File: config.mk
export PLATFORM = sky130hd
export DESIGN_NAME = audio_level_detector
export DESIGN_NICKNAME = d
export VERILOG_FILES = /design/src/rtl/core/ald_pkg.sv /design/src/rtl/core/ald_divider.sv /design/src/rtl/core/ald_ctrl.sv /design/src/rtl/core/ald_datapath.sv /design/src/rtl/core/audio_level_detector.sv
export SDC_FILE = /design/constraint.sdc
export NUM_CORES = 1
export LEC_CHECK = 0
export BUFFER_PORTS_ARGS = -buffer_cell sky130_fd_sc_hd__buf_2
export CAP_MARGIN = 10
export CORE_UTILIZATION = 40
export CTS_CLUSTER_SIZE = 16
export DETAILED_ROUTE_END_ITERATION = 8
export PLACE_DENSITY = 0.69
export SLEW_MARGIN = 20
export SYNTH_ARGS = -nofsm -noshare
export SYNTH_HDL_FRONTEND = slang
export SYNTH_SLANG_ARGS = --single-unit
File: constraint.sdc
create_clock -name clk -period 5.2 [get_ports clk]
set_input_delay 1.04 -clock clk [delete_from_list [all_inputs] [get_ports clk]]
set_output_delay 1.04 -clock clk [all_outputs]
set_load 0.005 [all_outputs]
File: src/rtl/core/ald_pkg.sv
// shared types and constants of the audio level detector
package ald_pkg;

  localparam int SAMPLE_W = 16;
  localparam int MEAN_W   = 16;
  localparam int ACC_W    = 24;
  localparam int CFC_W    = 8;
  localparam int LEVEL_W  = 10;
  localparam int THR_W    = 10;
  localparam int PROD_W   = 23;
  localparam int DVS_W    = 16;
  localparam int ADDR_W   = 4;
  localparam int DATA_W   = 32;

  localparam logic [LEVEL_W-1:0] LEVEL_CAP = 10'd1000;
  localparam logic [6:0]         PCT_SCALE = 7'd100;

  localparam logic [THR_W-1:0] ON_THR_RST    = 10'd20;
  localparam logic [THR_W-1:0] OFF_THR_RST   = 10'd10;
  localparam logic [CFC_W-1:0] CALIB_LEN_RST = 8'd50;

  // register index (word address)
  localparam logic [1:0] REG_ON_THR    = 2'd0;
  localparam logic [1:0] REG_OFF_THR   = 2'd1;
  localparam logic [1:0] REG_CALIB_LEN = 2'd2;

  typedef enum logic [1:0] {
    DIV_MEAN  = 2'd0,
    DIV_FLOOR = 2'd1,
    DIV_LEVEL = 2'd2
  } div_sel_t;

  typedef enum logic [10:0] {
    S_IDLE        = 11'b000_0000_0001,
    S_MEAN        = 11'b000_0000_0010,
    S_MEAN_WAIT   = 11'b000_0000_0100,
    S_CAL         = 11'b000_0000_1000,
    S_CAL_CHK     = 11'b000_0001_0000,
    S_FLOOR_WAIT  = 11'b000_0010_0000,
    S_SCALE       = 11'b000_0100_0000,
    S_LEVEL_START = 11'b000_1000_0000,
    S_LEVEL_WAIT  = 11'b001_0000_0000,
    S_HYST        = 11'b010_0000_0000,
    S_DONE        = 11'b100_0000_0000
  } state_t;

  typedef struct packed {
    logic     accept;
    logic     clear_frame;
    logic     div_start;
    div_sel_t div_sel;
    logic     latch_mean;
    logic     cal_update;
    logic     latch_floor;
    logic     latch_prod;
    logic     latch_level;
    logic     update_ind;
    logic     load_out;
  } ctrl_cmd_t;

  typedef struct packed {
    logic div_done;
    logic cal_done;
    logic cal_reached;
    logic mean_gt_floor;
    logic out_busy;
  } ctrl_sts_t;

endpackage

File: src/rtl/core/ald_divider.sv
// iterative restoring divider, one quotient bit per cycle
module ald_divider #(
  parameter int DIV_W = 25,
  parameter int DVS_W = 16
) (
  input  logic             clk,
  input  logic             rst_n,
  input  logic             start,
  input  logic [DIV_W-1:0] dividend,
  input  logic [DVS_W-1:0] divisor,
  output logic             done,
  output logic [DIV_W-1:0] quotient
);

  localparam int STEP_W = $clog2(DIV_W + 1);

  logic [DVS_W-1:0]  rem_r, rem_nxt;
  logic [DIV_W-1:0]  quo_r, quo_nxt;
  logic [DVS_W-1:0]  dvs_r, dvs_nxt;
  logic [STEP_W-1:0] step_r, step_nxt;
  logic              done_r, done_nxt;

  logic [DVS_W:0]    rem_sh;
  logic [DVS_W:0]    rem_sub;
  logic              ge;

  assign rem_sh  = {rem_r, quo_r[DIV_W-1]};
  assign ge      = (rem_sh >= {1'b0, dvs_r});
  assign rem_sub = rem_sh - {1'b0, dvs_r};

  always_comb begin
    rem_nxt  = rem_r;
    quo_nxt  = quo_r;
    dvs_nxt  = dvs_r;
    step_nxt = step_r;
    done_nxt = 1'b0;
    priority if (start) begin
      rem_nxt  = '0;
      quo_nxt  = dividend;
      dvs_nxt  = divisor;
      step_nxt = STEP_W'(DIV_W);
    end else if (step_r != '0) begin
      rem_nxt  = ge ? rem_sub[DVS_W-1:0] : rem_sh[DVS_W-1:0];
      quo_nxt  = {quo_r[DIV_W-2:0], ge};
      step_nxt = step_r - 1'b1;
      done_nxt = (step_r == STEP_W'(1));
    end else begin
      step_nxt = step_r;
    end
  end

  always_ff @(posedge clk) begin
    rem_r <= rem_nxt;
    quo_r <= quo_nxt;
    dvs_r <= dvs_nxt;
  end

  always_ff @(posedge clk) begin
    if (!rst_n) begin
      step_r <= '0;
      done_r <= 1'b0;
    end else begin
      step_r <= step_nxt;
      done_r <= done_nxt;
    end
  end

  assign done     = done_r;
  assign quotient = quo_r;

endmodule

File: src/rtl/core/ald_ctrl.sv
// frame-end sequencer of the audio level detector
module ald_ctrl (
  input  logic              clk,
  input  logic              rst_n,
  input  logic              in_valid,
  input  logic              in_frame_last,
  output logic              in_stall,
  input  ald_pkg::ctrl_sts_t sts,
  output ald_pkg::ctrl_cmd_t cmd
);

  ald_pkg::state_t state_r, state_nxt;

  assign in_stall = (state_r != ald_pkg::S_IDLE);

  always_comb begin
    state_nxt = state_r;
    cmd       = '0;
    cmd.div_sel = ald_pkg::DIV_MEAN;
    unique case (state_r)
      ald_pkg::S_IDLE: begin
        cmd.accept = in_valid;
        if (in_valid && in_frame_last) state_nxt = ald_pkg::S_MEAN;
      end
      ald_pkg::S_MEAN: begin
        cmd.div_start   = 1'b1;
        cmd.div_sel     = ald_pkg::DIV_MEAN;
        cmd.clear_frame = 1'b1;
        state_nxt       = ald_pkg::S_MEAN_WAIT;
      end
      ald_pkg::S_MEAN_WAIT: begin
        if (sts.div_done) begin
          cmd.latch_mean = 1'b1;
          state_nxt = sts.cal_done ? ald_pkg::S_SCALE : ald_pkg::S_CAL;
        end
      end
      ald_pkg::S_CAL: begin
        cmd.cal_update = 1'b1;
        state_nxt      = ald_pkg::S_CAL_CHK;
      end
      ald_pkg::S_CAL_CHK: begin
        if (sts.cal_reached) begin
          cmd.div_start = 1'b1;
          cmd.div_sel   = ald_pkg::DIV_FLOOR;
          state_nxt     = ald_pkg::S_FLOOR_WAIT;
        end else begin
          state_nxt = ald_pkg::S_DONE;
        end
      end
      ald_pkg::S_FLOOR_WAIT: begin
        if (sts.div_done) begin
          cmd.latch_floor = 1'b1;
          state_nxt       = ald_pkg::S_DONE;
        end
      end
      ald_pkg::S_SCALE: begin
        cmd.latch_prod = 1'b1;
        state_nxt = sts.mean_gt_floor ? ald_pkg::S_LEVEL_START : ald_pkg::S_HYST;
      end
      ald_pkg::S_LEVEL_START: begin
        cmd.div_start = 1'b1;
        cmd.div_sel   = ald_pkg::DIV_LEVEL;
        state_nxt     = ald_pkg::S_LEVEL_WAIT;
      end
      ald_pkg::S_LEVEL_WAIT: begin
        if (sts.div_done) begin
          cmd.latch_level = 1'b1;
          state_nxt       = ald_pkg::S_HYST;
        end
      end
      ald_pkg::S_HYST: begin
        cmd.update_ind = 1'b1;
        state_nxt      = ald_pkg::S_DONE;
      end
      ald_pkg::S_DONE: begin
        if (!sts.out_busy) begin
          cmd.load_out = 1'b1;
          state_nxt    = ald_pkg::S_IDLE;
        end
      end
      default: state_nxt = ald_pkg::S_IDLE;
    endcase
  end

  always_ff @(posedge clk) begin
    if (!rst_n) begin
      state_r <= ald_pkg::S_IDLE;
    end else begin
      state_r <= state_nxt;
    end
  end

endmodule

File: src/rtl/core/ald_datapath.sv
// accumulators, calibration state, shared divider and result register
module ald_datapath #(
  parameter int MAX_FRAME_SAMPLES = 512
) (
  input  logic                          clk,
  input  logic                          rst_n,
  input  ald_pkg::ctrl_cmd_t            cmd,
  output ald_pkg::ctrl_sts_t            sts,
  input  logic signed [ald_pkg::SAMPLE_W-1:0] in_sample,
  input  logic [ald_pkg::THR_W-1:0]     on_thr,
  input  logic [ald_pkg::THR_W-1:0]     off_thr,
  input  logic [ald_pkg::CFC_W-1:0]     calib_len,
  input  logic                          out_stall,
  output logic                          out_valid,
  output logic [ald_pkg::LEVEL_W-1:0]   out_level_percent,
  output logic                          out_indicator_on,
  output logic                          out_calibrating,
  output logic [ald_pkg::MEAN_W-1:0]    out_noise_level
);

  localparam int CNT_W = $clog2(MAX_FRAME_SAMPLES + 1);
  localparam int SUM_W = CNT_W + ald_pkg::SAMPLE_W - 1;
  localparam int DIV_W = (SUM_W > ald_pkg::ACC_W) ? SUM_W : ald_pkg::ACC_W;
  localparam int DVS_W = ald_pkg::DVS_W;

  logic [SUM_W-1:0]             sum_r, sum_nxt;
  logic [CNT_W-1:0]             cnt_r, cnt_nxt;
  logic [ald_pkg::MEAN_W-1:0]   mean_r;
  logic [ald_pkg::ACC_W-1:0]    nacc_r, nacc_nxt;
  logic [ald_pkg::CFC_W-1:0]    cfc_r, cfc_nxt;
  logic [ald_pkg::MEAN_W-1:0]   floor_r, floor_nxt;
  logic                         cal_done_r, cal_done_nxt;
  logic                         ind_r, ind_nxt;
  logic [ald_pkg::PROD_W-1:0]   prod_r;
  logic [ald_pkg::LEVEL_W-1:0]  level_r, level_nxt;
  logic                         cal_frame_r;

  logic                         out_valid_r, out_valid_nxt;
  logic [ald_pkg::LEVEL_W-1:0]  out_level_r;
  logic                         out_ind_r;
  logic                         out_cal_r;
  logic [ald_pkg::MEAN_W-1:0]   out_noise_r;

  logic [ald_pkg::SAMPLE_W-1:0] raw;
  logic [ald_pkg::SAMPLE_W-1:0] mag;
  logic [DIV_W-1:0]             dvd;
  logic [DVS_W-1:0]             dvs;
  logic                         div_done;
  logic [DIV_W-1:0]             quo;
  logic [DIV_W-1:0]             excess;
  logic [ald_pkg::LEVEL_W-1:0]  level_calc;
  logic [ald_pkg::CFC_W-1:0]    eff_frames;

  // magnitude; the most negative sample maps to 32768
  assign raw = in_sample;
  assign mag = raw[ald_pkg::SAMPLE_W-1] ? (~raw + 1'b1) : raw;

  always_comb begin
    sum_nxt = sum_r;
    cnt_nxt = cnt_r;
    priority if (cmd.clear_frame) begin
      sum_nxt = '0;
      cnt_nxt = '0;
    end else if (cmd.accept && (cnt_r < CNT_W'(MAX_FRAME_SAMPLES))) begin
      sum_nxt = sum_r + SUM_W'(mag);
      cnt_nxt = cnt_r + 1'b1;
    end else begin
      sum_nxt = sum_r;
      cnt_nxt = cnt_r;
    end
  end

  always_comb begin
    unique case (cmd.div_sel)
      ald_pkg::DIV_MEAN: begin
        dvd = DIV_W'(sum_r);
        dvs = DVS_W'(cnt_r);
      end
      ald_pkg::DIV_FLOOR: begin
        dvd = DIV_W'(nacc_r);
        dvs = DVS_W'(cfc_r);
      end
      ald_pkg::DIV_LEVEL: begin
        dvd = DIV_W'(prod_r);
        dvs = floor_r;
      end
      default: begin
        dvd = '0;
        dvs = '0;
      end
    endcase
  end

  ald_divider #(
    .DIV_W (DIV_W),
    .DVS_W (DVS_W)
  ) u_div (
    .clk      (clk),
    .rst_n    (rst_n),
    .start    (cmd.div_start),
    .dividend (dvd),
    .divisor  (dvs),
    .done     (div_done),
    .quotient (quo)
  );

  // percent above floor, saturated
  assign excess = quo - DIV_W'(ald_pkg::PCT_SCALE);
  always_comb begin
    priority if (quo <= DIV_W'(ald_pkg::PCT_SCALE)) begin
      level_calc = '0;
    end else if (excess > DIV_W'(ald_pkg::LEVEL_CAP)) begin
      level_calc = ald_pkg::LEVEL_CAP;
    end else begin
      level_calc = excess[ald_pkg::LEVEL_W-1:0];
    end
  end

  // a register value of zero counts as one frame
  assign eff_frames = (calib_len == '0) ? ald_pkg::CFC_W'(1) : calib_len;

  always_comb begin
    nacc_nxt     = nacc_r;
    cfc_nxt      = cfc_r;
    floor_nxt    = floor_r;
    cal_done_nxt = cal_done_r;
    level_nxt    = level_r;
    ind_nxt      = ind_r;
    if (cmd.cal_update) begin
      nacc_nxt = nacc_r + ald_pkg::ACC_W'(mean_r);
      cfc_nxt  = cfc_r + 1'b1;
    end
    if (cmd.latch_floor) begin
      floor_nxt    = (quo[ald_pkg::MEAN_W-1:0] == '0) ? ald_pkg::MEAN_W'(1)
                                                      : quo[ald_pkg::MEAN_W-1:0];
      cal_done_nxt = 1'b1;
    end
    priority if (cmd.clear_frame) begin
      level_nxt = '0;
    end else if (cmd.latch_level) begin
      level_nxt = level_calc;
    end else begin
      level_nxt = level_r;
    end
    if (cmd.update_ind) begin
      priority if (!ind_r && (level_r > on_thr)) begin
        ind_nxt = 1'b1;
      end else if (ind_r && (level_r < off_thr)) begin
        ind_nxt = 1'b0;
      end else begin
        ind_nxt = ind_r;
      end
    end
  end

  assign out_valid_nxt = cmd.load_out | (out_valid_r & out_stall);

  always_ff @(posedge clk) begin
    level_r <= level_nxt;
    if (cmd.latch_mean) mean_r <= quo[ald_pkg::MEAN_W-1:0];
    if (cmd.latch_prod) prod_r <= ald_pkg::PROD_W'(mean_r) * ald_pkg::PROD_W'(ald_pkg::PCT_SCALE);
    if (cmd.clear_frame) cal_frame_r <= ~cal_done_r;
    if (cmd.load_out) begin
      out_level_r <= level_r;
      out_ind_r   <= ind_r;
      out_cal_r   <= cal_frame_r;
      out_noise_r <= floor_r;
    end
  end

  always_ff @(posedge clk) begin
    if (!rst_n) begin
      sum_r       <= '0;
      cnt_r       <= '0;
      nacc_r      <= '0;
      cfc_r       <= '0;
      floor_r     <= '0;
      cal_done_r  <= 1'b0;
      ind_r       <= 1'b0;
      out_valid_r <= 1'b0;
    end else begin
      sum_r       <= sum_nxt;
      cnt_r       <= cnt_nxt;
      nacc_r      <= nacc_nxt;
      cfc_r       <= cfc_nxt;
      floor_r     <= floor_nxt;
      cal_done_r  <= cal_done_nxt;
      ind_r       <= ind_nxt;
      out_valid_r <= out_valid_nxt;
    end
  end

  always_comb begin
    sts.div_done      = div_done;
    sts.cal_done      = cal_done_r;
    sts.cal_reached   = (cfc_r >= eff_frames);
    sts.mean_gt_floor = (mean_r > floor_r);
    sts.out_busy      = out_valid_r & out_stall;
  end

  assign out_valid         = out_valid_r;
  assign out_level_percent = out_level_r;
  assign out_indicator_on  = out_ind_r;
  assign out_calibrating   = out_cal_r;
  assign out_noise_level   = out_noise_r;

endmodule

File: src/rtl/core/audio_level_detector.sv
// top level of the audio level detector: register port, sequencer and datapath
//
//  channel  | handshake                 | payload
//  ---------+---------------------------+---------------------------------------------
//  in_      | in_valid / in_stall       | in_sample (s16), in_frame_last
//  out_     | out_valid / out_stall     | out_level_percent, out_indicator_on,
//           |                           | out_calibrating, out_noise_level
//  cfg      | psel penable pwrite pready| paddr, pwdata, prdata (word regs at 0, 4, 8)
//
// samples without the frame mark stream at one per clock while no frame-end transaction holds in_stall
// a frame-end transaction runs the shared bit-serial divider for the mean, then where needed for
//   the floor or the level: DIV_W = max(clog2(MAX_FRAME_SAMPLES+1) + 15, 24), 25 at the default size;
//   calibration frames that do not close calibration skip the second division
// in_stall is high from the frame-end transaction until its result is in the output reg
// a finished result waits in the output register under out_stall while samples keep
//   flowing; only the next frame end waits for it to be taken
// rst_n is synchronous; no clearing pass is needed, all control state resets at once
module audio_level_detector #(
  parameter int MAX_FRAME_SAMPLES = 512
) (
  input  logic                                clk,
  input  logic                                rst_n,
  // input channel
  input  logic                                in_valid,
  output logic                                in_stall,
  input  logic signed [ald_pkg::SAMPLE_W-1:0] in_sample,
  input  logic                                in_frame_last,
  // result channel
  output logic                                out_valid,
  input  logic                                out_stall,
  output logic [ald_pkg::LEVEL_W-1:0]         out_level_percent,
  output logic                                out_indicator_on,
  output logic                                out_calibrating,
  output logic [ald_pkg::MEAN_W-1:0]          out_noise_level,
  // register port
  input  logic                                psel,
  input  logic                                penable,
  input  logic                                pwrite,
  input  logic [ald_pkg::ADDR_W-1:0]          paddr,
  input  logic [ald_pkg::DATA_W-1:0]          pwdata,
  output logic [ald_pkg::DATA_W-1:0]          prdata,
  output logic                                pready
);

  // configuration registers
  logic [ald_pkg::THR_W-1:0] on_thr_r, on_thr_nxt;
  logic [ald_pkg::THR_W-1:0] off_thr_r, off_thr_nxt;
  logic [ald_pkg::CFC_W-1:0] calib_len_r, calib_len_nxt;
  logic                      wr_en;
  logic [1:0]                reg_idx;

  ald_pkg::ctrl_cmd_t cmd;
  ald_pkg::ctrl_sts_t sts;

  assign pready  = 1'b1;
  assign wr_en   = psel & penable & pwrite & pready;
  assign reg_idx = paddr[3:2];

  // write decode; unmapped addresses are dropped
  always_comb begin
    on_thr_nxt    = on_thr_r;
    off_thr_nxt   = off_thr_r;
    calib_len_nxt = calib_len_r;
    if (wr_en) begin
      unique case (reg_idx)
        ald_pkg::REG_ON_THR:    on_thr_nxt    = pwdata[ald_pkg::THR_W-1:0];
        ald_pkg::REG_OFF_THR:   off_thr_nxt   = pwdata[ald_pkg::THR_W-1:0];
        ald_pkg::REG_CALIB_LEN: calib_len_nxt = pwdata[ald_pkg::CFC_W-1:0];
        default: ;
      endcase
    end
  end

  // read mux
  always_comb begin
    unique case (reg_idx)
      ald_pkg::REG_ON_THR:    prdata = ald_pkg::DATA_W'(on_thr_r);
      ald_pkg::REG_OFF_THR:   prdata = ald_pkg::DATA_W'(off_thr_r);
      ald_pkg::REG_CALIB_LEN: prdata = ald_pkg::DATA_W'(calib_len_r);
      default:                prdata = '0;
    endcase
  end

  always_ff @(posedge clk) begin
    if (!rst_n) begin
      on_thr_r    <= ald_pkg::ON_THR_RST;
      off_thr_r   <= ald_pkg::OFF_THR_RST;
      calib_len_r <= ald_pkg::CALIB_LEN_RST;
    end else begin
      on_thr_r    <= on_thr_nxt;
      off_thr_r   <= off_thr_nxt;
      calib_len_r <= calib_len_nxt;
    end
  end

  // sequencer: takes samples, walks the frame-end steps
  ald_ctrl u_ctrl (
    .clk           (clk),
    .rst_n         (rst_n),
    .in_valid      (in_valid),
    .in_frame_last (in_frame_last),
    .in_stall      (in_stall),
    .sts           (sts),
    .cmd           (cmd)
  );

  // datapath: running sum, calibration, level, hysteresis, output register
  ald_datapath #(
    .MAX_FRAME_SAMPLES (MAX_FRAME_SAMPLES)
  ) u_dp (
    .clk               (clk),
    .rst_n             (rst_n),
    .cmd               (cmd),
    .sts               (sts),
    .in_sample         (in_sample),
    .on_thr            (on_thr_r),
    .off_thr           (off_thr_r),
    .calib_len         (calib_len_r),
    .out_stall         (out_stall),
    .out_valid         (out_valid),
    .out_level_percent (out_level_percent),
    .out_indicator_on  (out_indicator_on),
    .out_calibrating   (out_calibrating),
    .out_noise_level   (out_noise_level)
  );

endmodule

# Yosys cells after proc, flatten, opt, wreduce, memory -nomap -nowiden
# Cells that the tools add are included.
# W data, S select, Z words.
[totals] register_bits=264 inputBits=60 output_inout_bits=63 word_cells=130
[op_classes] add_sub_neg=8 mul=1 magnitude_cmp=8 n_eq_ne=22 n_mux=37 n_bitwise=8 reduce_logical=20
[op_table] cell="$pmux W11 S11" count=1
[op_table] cell="$pmux W25 S3" count=1
[op_table] cell="$mux W11" count=6
[op_table] cell="$mux W25" count=2
[op_table] cell="$mux W16" count=3
[op_table] cell="$pmux W16 S3" count=1
[op_table] cell="$mux W10" count=3
[op_table] cell="$pmux W10 S3" count=1
[op_table] cell="$add A25 B16 Y25" count=1
[op_table] cell="$gt A25 B10 Y1 const B" count=1
[op_table] cell="$le A25 B7 Y1 const B" count=1
[op_table] cell="$sub A25 B7 Y25 const B" count=1
[op_table] cell="$add A24 B16 Y24" count=1
[op_table] cell="$mul A16 B5 Y21 const B" count=1
[op_table] cell="$ge A17 B16 Y1" count=1
[op_table] cell="$add A16 B1 Y16 const B" count=1
[op_table] cell="$gt A16 B16 Y1" count=1
[op_table] cell="$logic_not A16 Y1" count=1
[op_table] cell="$not A16 Y16" count=1
[op_table] cell="$sub A16 B16 Y16" count=1
[op_table] cell="$mux W1" count=13
[op_table] cell="$eq A11 B1 Y1 const B" count=1
[op_table] cell="$eq A11 B10 Y1 const B" count=1
[op_table] cell="$eq A11 B11 Y1 const B" count=1
[op_table] cell="other kinds (39)" count=58

# Longest topological paths before layout
# Gate-level depths: netlist of run 1.
[depth] depth_word=8 depth_mapped=15 depth_no_buf=15

# Hierarchy
# From an unflattened synthesis of run 1, not the netlist that was laid out.
[unflattened] cells_unflattened=1807 hier_area_um2=17053.9
[by_module_without_submodules] mod="ald_datapath" n_inst=1 cells_per_inst=1216 area_each_um2=11240.8 seq_area_each_um2=3903.7
[by_module_without_submodules] mod="ald_divider" n_inst=1 cells_per_inst=326 area_each_um2=3530.9 seq_area_each_um2=1671.6
[by_module_without_submodules] mod="audio_level_detector" n_inst=1 cells_per_inst=170 area_each_um2=1492.7 seq_area_each_um2=560.5
[by_module_without_submodules] mod="ald_ctrl" n_inst=1 cells_per_inst=95 area_each_um2=789.5 seq_area_each_um2=220.2

# Least setup slack after synthesis of run 1
# Ideal clock, no wire load.
[synth_timing] path_type="flip-flop to flip-flop" startpoint="reg u_dp.mean_r[2] (netlist bit)" endpoint="reg u_dp.prod_r[21] (netlist bit), data pin" setup_ps=262 arrival_ps=3617 required_time_ps=4938 path_slack_ps=1321 stages_incl_launch_ff=15 n_path_buf=0 synth_period_minus_slack_ps=3879 cell_sequence="edfxtp_1 ha_1 ha_1 inv_1 fa_1 inv_1 ha_1 a211oi_1 o21a_1 o311ai_1 o41ai_1 nor2_1 a2111oi_0 a21oi_1 xor2_1"
[synth_between] elab_chain_len=1
[synth_lines] item="start, declared" line="ald_datapath.sv:28" rtl="logic [ald_pkg::MEAN_W-1:0] mean_r;"
[synth_lines] item="start signal, assigned" line="ald_datapath.sv:160" rtl="if (cmd.latch_mean) mean_r <= quo[ald_pkg::MEAN_W-1:0];"
[synth_lines] item="$mul A16 B5 Y21" line="ald_datapath.sv:161" rtl="if (cmd.latch_prod) prod_r <= ald_pkg::PROD_W'(mean_r) * ald_pkg::PROD_W'(ald_pkg::PCT_SCALE);"
[synth_lines] item="end signal, assigned" line="ald_datapath.sv:161"
[synth_lines] item="end, declared" line="ald_datapath.sv:34" rtl="logic [ald_pkg::PROD_W-1:0] prod_r;"
# No other way between the ends.
# A chain may end at the register's enable or synchronous reset.

# Worst setup path in the final report of run 1
# Same ends and word-level chain as after synthesis.

==> summary.md, run 1 <==
| Metric | Value |
|---|---|
| Vias in the first global route | `12400` |
| Max Clk Rate | `227 MHz` |
| Syn avg cell area | `9.15 um^2` |
| Area of the multi-input gates | `9050 um^2` |
| Chip Width | `204 um` |
| Initial Util | `0.408` |
| Cell count after synthesis | `1777` |
| Distinct cells, synth | `89` |
| R2R depth | `14` |
| Wire per inst | `18.0 um` |
| PostCTS Resize Cnt | `0` |
| Maxcap violations | `0` |
| Total Power | `6580 uW` |
| Comb power frac | `0.270` |
| Clock transition at the registers of the reported paths | `60 ps` |
| CTS Hold Buffers Added | `0` |
| Initial DRC Count | `1137` |
| # placed instances | `2329` |
| N_diodes | `0` |
| DRC violations left | `0` |
| CP Data Required Time | `5520 ps` |
| Most frequent cell after synthesis | `nand2_1` |
| CP dominant cell by count | `ha_1` |
| Rows | `73` |
| Pwr dens | `365 nW/um^2` |
| Unrepaired setup endpoints after global routing | `no` |
| Total GRT Usage | `0.204` |
| Final setup viols | `0` |
| Slew Limit Headroom | `0.304` |
| Crit path DAT | `4720 ps` |
| Ys Warns | `0` |
| Hold Vio Cnt, Final | `0` |
| Bufs and invs on worst path | `2` |
| DIE AREA | `41500 um^2` |
| Synth async-reset ratio | `0` |
| Vias | `13200` |
| Post-synth EDFFs | `107` |
| FF/Latch Area | `6360 um^2` |
| Max clock buf depth | `3` |
| Worst Hold Class | `reg2reg` |
| Synth cell count leaders | `nand2_1, dfxtp_1, nor2_1` |
| Core area | `39900 um^2` |
| Crit path largest cell delay | `690 ps` |
| I/O Buffers | `75` |
| Hold path cells | `1` |
| Flop2flop setup slack | `800 ps` |
| Number of buffers created by CTS | `29` |
| Synth Cell Area | `16300 um^2` |
| Worst-path cell with the longest stage delay | `a2111oi_0` |
| Reg power frac | `0.420` |
| Post-Route Setup TNS | `0 ps` |
| Setup bufs post-CTS | `0` |
| Post-synthesis sequential area ratio | `0.391` |
| Area share of the largest cell type after synthesis | `0.198` |
| Worst slew pin tran | `1040 ps` |
| Layout net count | `2062` |
| Area growth syn-to-layout | `11.0%` |
| CTS tree | `built` |
| FF+latch count, synth | `264` |
| Critical path type | `reg2reg` |
| Startpoint class of the critical path | `flip-flop` |
| I/O Pins | `123` |
| Detailed placement HPWL | `32400 um` |
| Switching Share | `0.331` |
| Worst IR Drop VDD | `0.252 mV` |
| DRT Wirelength | `42900 um` |
| First-pass iteration count of the detailed router | `5` |
| Clock sinks | `264` |
| Via density per instance | `5.54` |
| Worst-path fanout max | `5` |
| Hold Path End | `u_ctrl.state_r[3]` |
| GRT Residual Overflow | `0` |
| Fin crit period | `4400 ps` |
| Critical hold path startpoint | `u_dp.cal_done_r` |
| Top FF cell, synth | `dfxtp_1` |
| Finished Layout Cells | `2383` |
| Critical Path Start | `u_dp.mean_r[2]` |
| Launching point of the worst reg2reg path | `u_dp.mean_r[2]` |
| Fin Clk Skew | `24.3 ps` |
| Period utilization | `0.846` |
| Net load switching power | `2180 uW` |
| First-pass GRT wire length | `67400 um` |
| Layout cell share with drive strength beyond 1 | `0.0904` |
| CTS Root Cell | `clkbuf_16` |
| Area leader, netlist | `edfxtp_1` |
| Worst hold slack | `438 ps` |
| Largest net degree at the start of global routing | `45` |
| Setup ws final | `803 ps` |
| P_leak | `0.00744 uW` |
| CP Capture Type | `flip-flop` |
| Clk_lat worst skew | `570 ps` |
| Clock power share | `0.310` |
| Top post-synthesis cells by area | `edfxtp_1, dfxtp_1, ha_1` |
| Die Height | `204 um` |
| Fillers | `3776` |
| Reg2reg end | `u_dp.prod_r[21]` |
| GPL Wtd Cong | `0.926` |
| Slew Viols, Final | `0` |
| CP Cell Sequence | `ha_1 > ha_1 > inv_1 > fa_1 > inv_1 > ha_1 > a211oi_1 > o21a_1 > o311ai_1 > o41ai_1 > nor2_1 > a2111oi_0 > a21oi_1 > xor2_1` |
| Initial antenna violation count | `0` |
| CP top delay family | `compound AO/OA/AOI/OAI gates` |
| Antenna Violating Nets Remaining | `0` |
| Cell internal pwr | `4400 uW` |
| Place WS | `672 ps` |
| Status | `finished, final reports clean` |
| CTS H-tree lvls | `1` |
-- worst max path at each step --
stage	to	slack (ps)	cells past startpoint
4_1_cts	u_dp.prod_r[21]	840	14
6_report	u_dp.prod_r[21]	800	14
5_1_grt	u_dp.prod_r[21]	450	14
2_1_floorplan	u_dp.prod_r[21]	1320	14
3_3_place_gp	u_dp.sum_r[18]	760	15
3_5_place_dp	u_dp.sum_r[20]	670	15
-- worst register-to-register path: cells and delay by family (launching register included) --
family	cells	cell delay, ps
AND/OR/NAND/NOR	1	90
adder cells (fa/ha/maj)	4	1350
flip-flops	1	500
buffers and inverters	2	90
AO/OA/AOI/OAI	6	1980
XOR/XNOR	1	170
-- cell usage in the layout (no fill, tap or decap), types with 16 or more instances in the layout --
cell type | synthesis | final
a211oi_1 | 20 | 20
a21o_1 | 36 | 36
a21oi_1 | 144 | 143
a221oi_1 | 23 | 23
and3_1 | 38 | 38
buf_2 | 4 | 75
buf_4 | 24 | 16
clkbuf_16 | 0 | 29
conb_1 | 2 | 23
dfxtp_1 | 157 | 157
edfxtp_1 | 107 | 107
ha_1 | 153 | 153
inv_1 | 146 | 145
mux2i_1 | 44 | 44
nand2_1 | 169 | 169
nand3_1 | 34 | 34
nor2_1 | 157 | 157
nor3_1 | 39 | 38
o21ai_0 | 60 | 60
xnor2_1 | 61 | 61
xor2_1 | 34 | 34
-- state kept, by name, indices dropped and copies added, names as in the netlist, 5 cells and up --
signal	cells
u_dp.sum_r	25
u_dp.u_div.dvs_r	16
u_dp.prod_r	21
calib_len_r	8
u_dp.cnt_r	10
u_dp.u_div.quotient	25
u_dp.out_level_percent	10
u_dp.floor_r	16
on_thr_r	10
u_dp.mean_r	16
u_ctrl.state_r	11
u_dp.cfc_r	8
u_dp.level_r	10
u_dp.u_div.step_r	5
off_thr_r	10
u_dp.out_noise_level	16
u_dp.u_div.rem_r	16
u_dp.nacc_r	24
-- cell type report --
| cell class | instances | share of cell area |
|---|---|---|
| Sequential cell | 264 | 0.352 |
| Multi-Input combinational cell | 1301 | 0.501 |
| Tap cell | 525 | 0.0364 |
| Clock buffer | 36 | 0.0422 |
| Clock inverter | 18 | 0.0100 |
| Inverter | 148 | 0.0308 |
| Timing Repair Buffer | 91 | 0.0274 |
-- cells by family (layout without fill, tap and decap cells) --
group,Yosys count,count (layout),synth area share
and+or+nand+nor,563,563,0.172
adders and majority gates,167,167,0.135
xor gates and xnor gates,95,95,0.0512
AOI/OAI and AO/OA,408,408,0.164
buffers and inverters,233,293,0.0596
muxes,45,45,0.0278
other,2,23,0.000462
DFF,264,264,0.391
-- per-stage QoR --
step,instance area [um^2],util
after CTS,18000,0.452
final,18100,0.452
after detailed placement,17100,0.428
after global placement,17100,0.428
after global routing,18100,0.452
after floorplan,16300,-
-- power groups by stage --
stage / registers [uW] / clock network (uW) / logic (uW)
after CTS: 2760 / 2080 / 1760
after global placement: 2790 / 0 / 1700
final: 2760 / 2040 / 1780
after detailed placement: 2800 / 0 / 1750
after floorplan: 2670 / 0 / 1420
after global routing: 2790 / 2170 / 2000
-- per-layer routing --
metal,routed length [um],vias up,GRT usage
met5,0,-,0
met4,1220,0,0.0610
met3,2410,82,0.0182
met2,20100,394,0.345
met1,19100,6287,0.276
li1,-,6427,-
Power figures use the tool's default switching activity.
==> inputs of run 2 (changes only) <==
- ABC_AREA: not set -> 1
- clock period: 5.2 -> 4.25 ns (I/O delays scaled with it)
==> summary.md, run 2 <==
| Metric | Value |
|---|---|
| Status | `finished, final reports clean` |
| Launching point of the worst reg2reg path | `u_dp.mean_r[2]` |
| Initial Util | `0.407 (about the same)` |
| Worst-path fanout max | `5 (unchanged)` |
| CTS Root Cell | `clkbuf_16` |
| Fin Clk Skew | `17.0 ps (-7.23 ps)` |
| Pwr dens | `500 nW/um^2 (+37%)` |
| Top FF cell, synth | `dfxtp_1` |
| Slew Limit Headroom | `0.309 (+0.00503)` |
| Largest net degree at the start of global routing | `59 (+31%)` |
| CTS tree | `built` |
| Layout cell share with drive strength beyond 1 | `0.0881 (-0.00236)` |
| PostCTS Resize Cnt | `0 (unchanged)` |
| Fin crit period | `3770 ps (-630 ps)` |
| Post-synthesis simple-gate area fraction | `0.197 (+0.0255)` |
| Clock transition at the registers of the reported paths | `60 ps (about the same)` |
| R2R depth | `15 (+1)` |
| Hold Vio Cnt, Final | `0 (unchanged)` |
| Period utilization | `0.886 (+0.0407)` |
| FF+latch count, synth | `264 (unchanged)` |
| Wire per inst | `16.6 um (-7.8%)` |
| Detailed placement HPWL | `35700 um (+10%)` |
| Setup bufs post-CTS | `0 (unchanged)` |
| Rows | `74 (+1.4%)` |
| Via density per instance | `5.29 (-4.4%)` |
| Layout net count | `2440 (+18%)` |
| Area leader, netlist | `edfxtp_1` |
| Flop2flop setup slack | `480 ps (-320 ps)` |
| Most frequent cell after synthesis | `nand2_1` |
| P_leak | `0.00834 uW (+12%)` |
| Largest family of logic cells by synthesized area | `simple AND/OR/NAND/NOR gates` |
| Post-synth EDFFs | `107 (unchanged)` |
| Max clock buf depth | `3 (unchanged)` |
| Critical path type | `reg2reg` |
| Post-synthesis sequential area ratio | `0.381 (-0.00939)` |
| Synth Area in Compound Gates | `0.153 (-0.0110)` |
| DRT met1 WL | `20000 um (+4.7%)` |
| Max Clk Rate | `265 MHz (+17%)` |
| Unrepaired setup endpoints after global routing | `no` |
| Fraction of the mapped netlist area in adder cells | `0.132 (-0.00324)` |
| Ys Warns | `0 (unchanged)` |
| Most common cell after layout, fill and taps aside | `nand2_1` |
| Top post-synthesis cells by area | `edfxtp_1, dfxtp_1, ha_1` |
| Reg2reg end | `u_dp.prod_r[19]` |
| N_diodes | `0 (unchanged)` |
| Area of the multi-input gates | `8740 um^2 (-3.4%)` |
| I/O Pins | `123 (unchanged)` |
| Crit path to | `u_dp.prod_r[19]` |
| I/O Buffers | `75 (unchanged)` |
| Initial antenna violation count | `0 (unchanged)` |
| Highest metal used | `met4` |
| Distinct cells, synth | `54 (-39%)` |
| CTS Hold Buffers Added | `0 (unchanged)` |
| Commonest non-fill, non-tap cells in the layout | `nand2_1, inv_1, a21oi_1, dfxtp_1` |
| Critical Path Start | `u_dp.mean_r[2]` |
| Clock sinks | `264 (unchanged)` |
| Worst hold slack | `428 ps (-10.9 ps)` |
| Worst slew pin tran | `1030 ps (-7.72 ps)` |
| Synth Cell Area | `16700 um^2 (+2.5%)` |
| Antenna Violating Nets Remaining | `0 (unchanged)` |
| Number of buffers created by CTS | `30 (+3.4%)` |
| XOR/XNOR share of the synthesized area | `0.0373 (-0.0138)` |
| Maxcap violations | `0 (unchanged)` |
| DIE AREA | `42500 um^2 (+2.4%)` |
| CTS H-tree lvls | `1 (unchanged)` |
| Vias | `14700 (+11%)` |
| Fillers | `4027 (+6.6%)` |
| Met2 WL | `21300 um (+5.7%)` |
| Worst IR Drop VDD | `0.329 mV (+30%)` |
| Chip Width | `206 um (+1.2%)` |
| Vias in the first global route | `13800 (+12%)` |
| Area share of the largest cell type after synthesis | `0.193 (-0.00475)` |
| Initial DRC Count | `1168 (+2.7%)` |
| CP Capture Type | `flip-flop` |
| DRT Wirelength | `46000 um (+7.2%)` |
| First-pass iteration count of the detailed router | `5 (unchanged)` |
| Synth cell count leaders | `nand2_1, inv_1, a21oi_1` |
| GRT Residual Overflow | `0 (unchanged)` |
| Final setup viols | `0 (unchanged)` |
| DR WL met3 | `2740 um (+14%)` |
| Cell count after synthesis | `2132 (+20%)` |
| Slew Viols, Final | `0 (unchanged)` |
| Area growth syn-to-layout | `11.7%` |
| Crit path DAT | `4060 ps (-660 ps)` |
| DRC violations left | `0 (unchanged)` |
| CP Data Required Time | `4540 ps (-980 ps)` |
| FF/Latch Area | `6360 um^2 (unchanged)` |
| GPL Wtd Cong | `0.922 (-0.43%)` |
| Startpoint class of the critical path | `flip-flop` |
| Post-Route Setup TNS | `0 ps (unchanged)` |
| Core area | `40900 um^2 (+2.5%)` |
| Mux cell area share after synthesis | `0 (-0.0278)` |
| Clk_lat worst skew | `560 ps (about the same)` |
| Die Height | `206 um (+1.2%)` |
| Total GRT Usage | `0.214 (+0.0101)` |
| Worst Hold Class | `reg2reg` |
| Syn avg cell area | `7.82 um^2 (-15%)` |
| Synth async-reset ratio | `0 (unchanged)` |
| First-pass GRT wire length | `71700 um (+6.3%)` |
-- run 2: cell types whose count changed after synthesis, sizes merged, moves of 21 or more --
cell,delta
mux2i,-44
and3,-36
nand2,+238
xnor2,-37
inv,+191
a221oi,-21
o21ai,+85
clkbuf,-22
a21o,-31
nand3,+53
a21oi,+56
-- run 2: layout make-up --
cell class | instances | area share
inverter | 345 | 0.0696
clock buffer | 44 | 0.0459
multi-input combinational | 1476 | 0.470
clock inverter | 12 | 0.00901
tap | 532 | 0.0358
sequential | 264 | 0.341
timing repair buffer | 96 | 0.0286
-- run 2: layer usage --
layer / vias up / GRT usage
li1: 7235 / -
met2: 415 / 0.358
met3: 108 / 0.0262
met5: - / 0
met4: 0 / 0.0885
met1: 6894 / 0.279
-- run 2: cell families (layout without fill, tap and decap cells) --
group           Yosys count  after routing
other cells               2             23
compound gates          455            455
simple gates            760            760
xor+xnor                 71             71
buf+inv                 413            497
flops                   264            264
fa+ha+maj               167            167
-- run 2: worst max-delay path, stage by stage (launching register included) --
cell	delay (ps)
edfxtp_1	510
ha_1	340
ha_1	270
inv_1	50
fa_1	500
inv_1	40
ha_1	360
a21oi_1	170
nand2_1	110
nand2_1	70
nand2_1	50
a21oi_1	200
o21ai_1	150
a21boi_0	400
o21bai_1	130
xor2_1	160
-- run 2: through the flow --
stage               std cells  cell area (um^2)  setup slack (ps)   util  power (uW)
finish                   2769             18600               483  0.455        9300
global route             2769             18600               245  0.455        9920
CTS                      2769             18600               488  0.455        9310
detailed placement       2713             17600               303  0.430        6610
global placement         2713             17600               439  0.430        6560
floorplan                2153             16700               747      -        5780
-- run 2: report_power, final --
group	switching [uW]	internal, uW
logic	2020	1060
clock network	1060	1630
registers	425	3100
-- run 2: worst min-delay path by stage --
stage	from	endpoint	slack [ps]	depth (start not counted)
2_1_floorplan	u_dp.cal_frame_r	u_dp.out_calibrating	400	0
3_3_place_gp	u_dp.cal_frame_r	u_dp.out_calibrating	410	0
3_5_place_dp	u_dp.cal_frame_r	u_dp.out_calibrating	410	0
4_1_cts	u_dp.cal_frame_r	u_dp.out_calibrating	430	0
5_1_grt	u_dp.cal_frame_r	u_dp.out_calibrating	440	0
6_report	u_dp.cal_frame_r	u_dp.out_calibrating	430	0
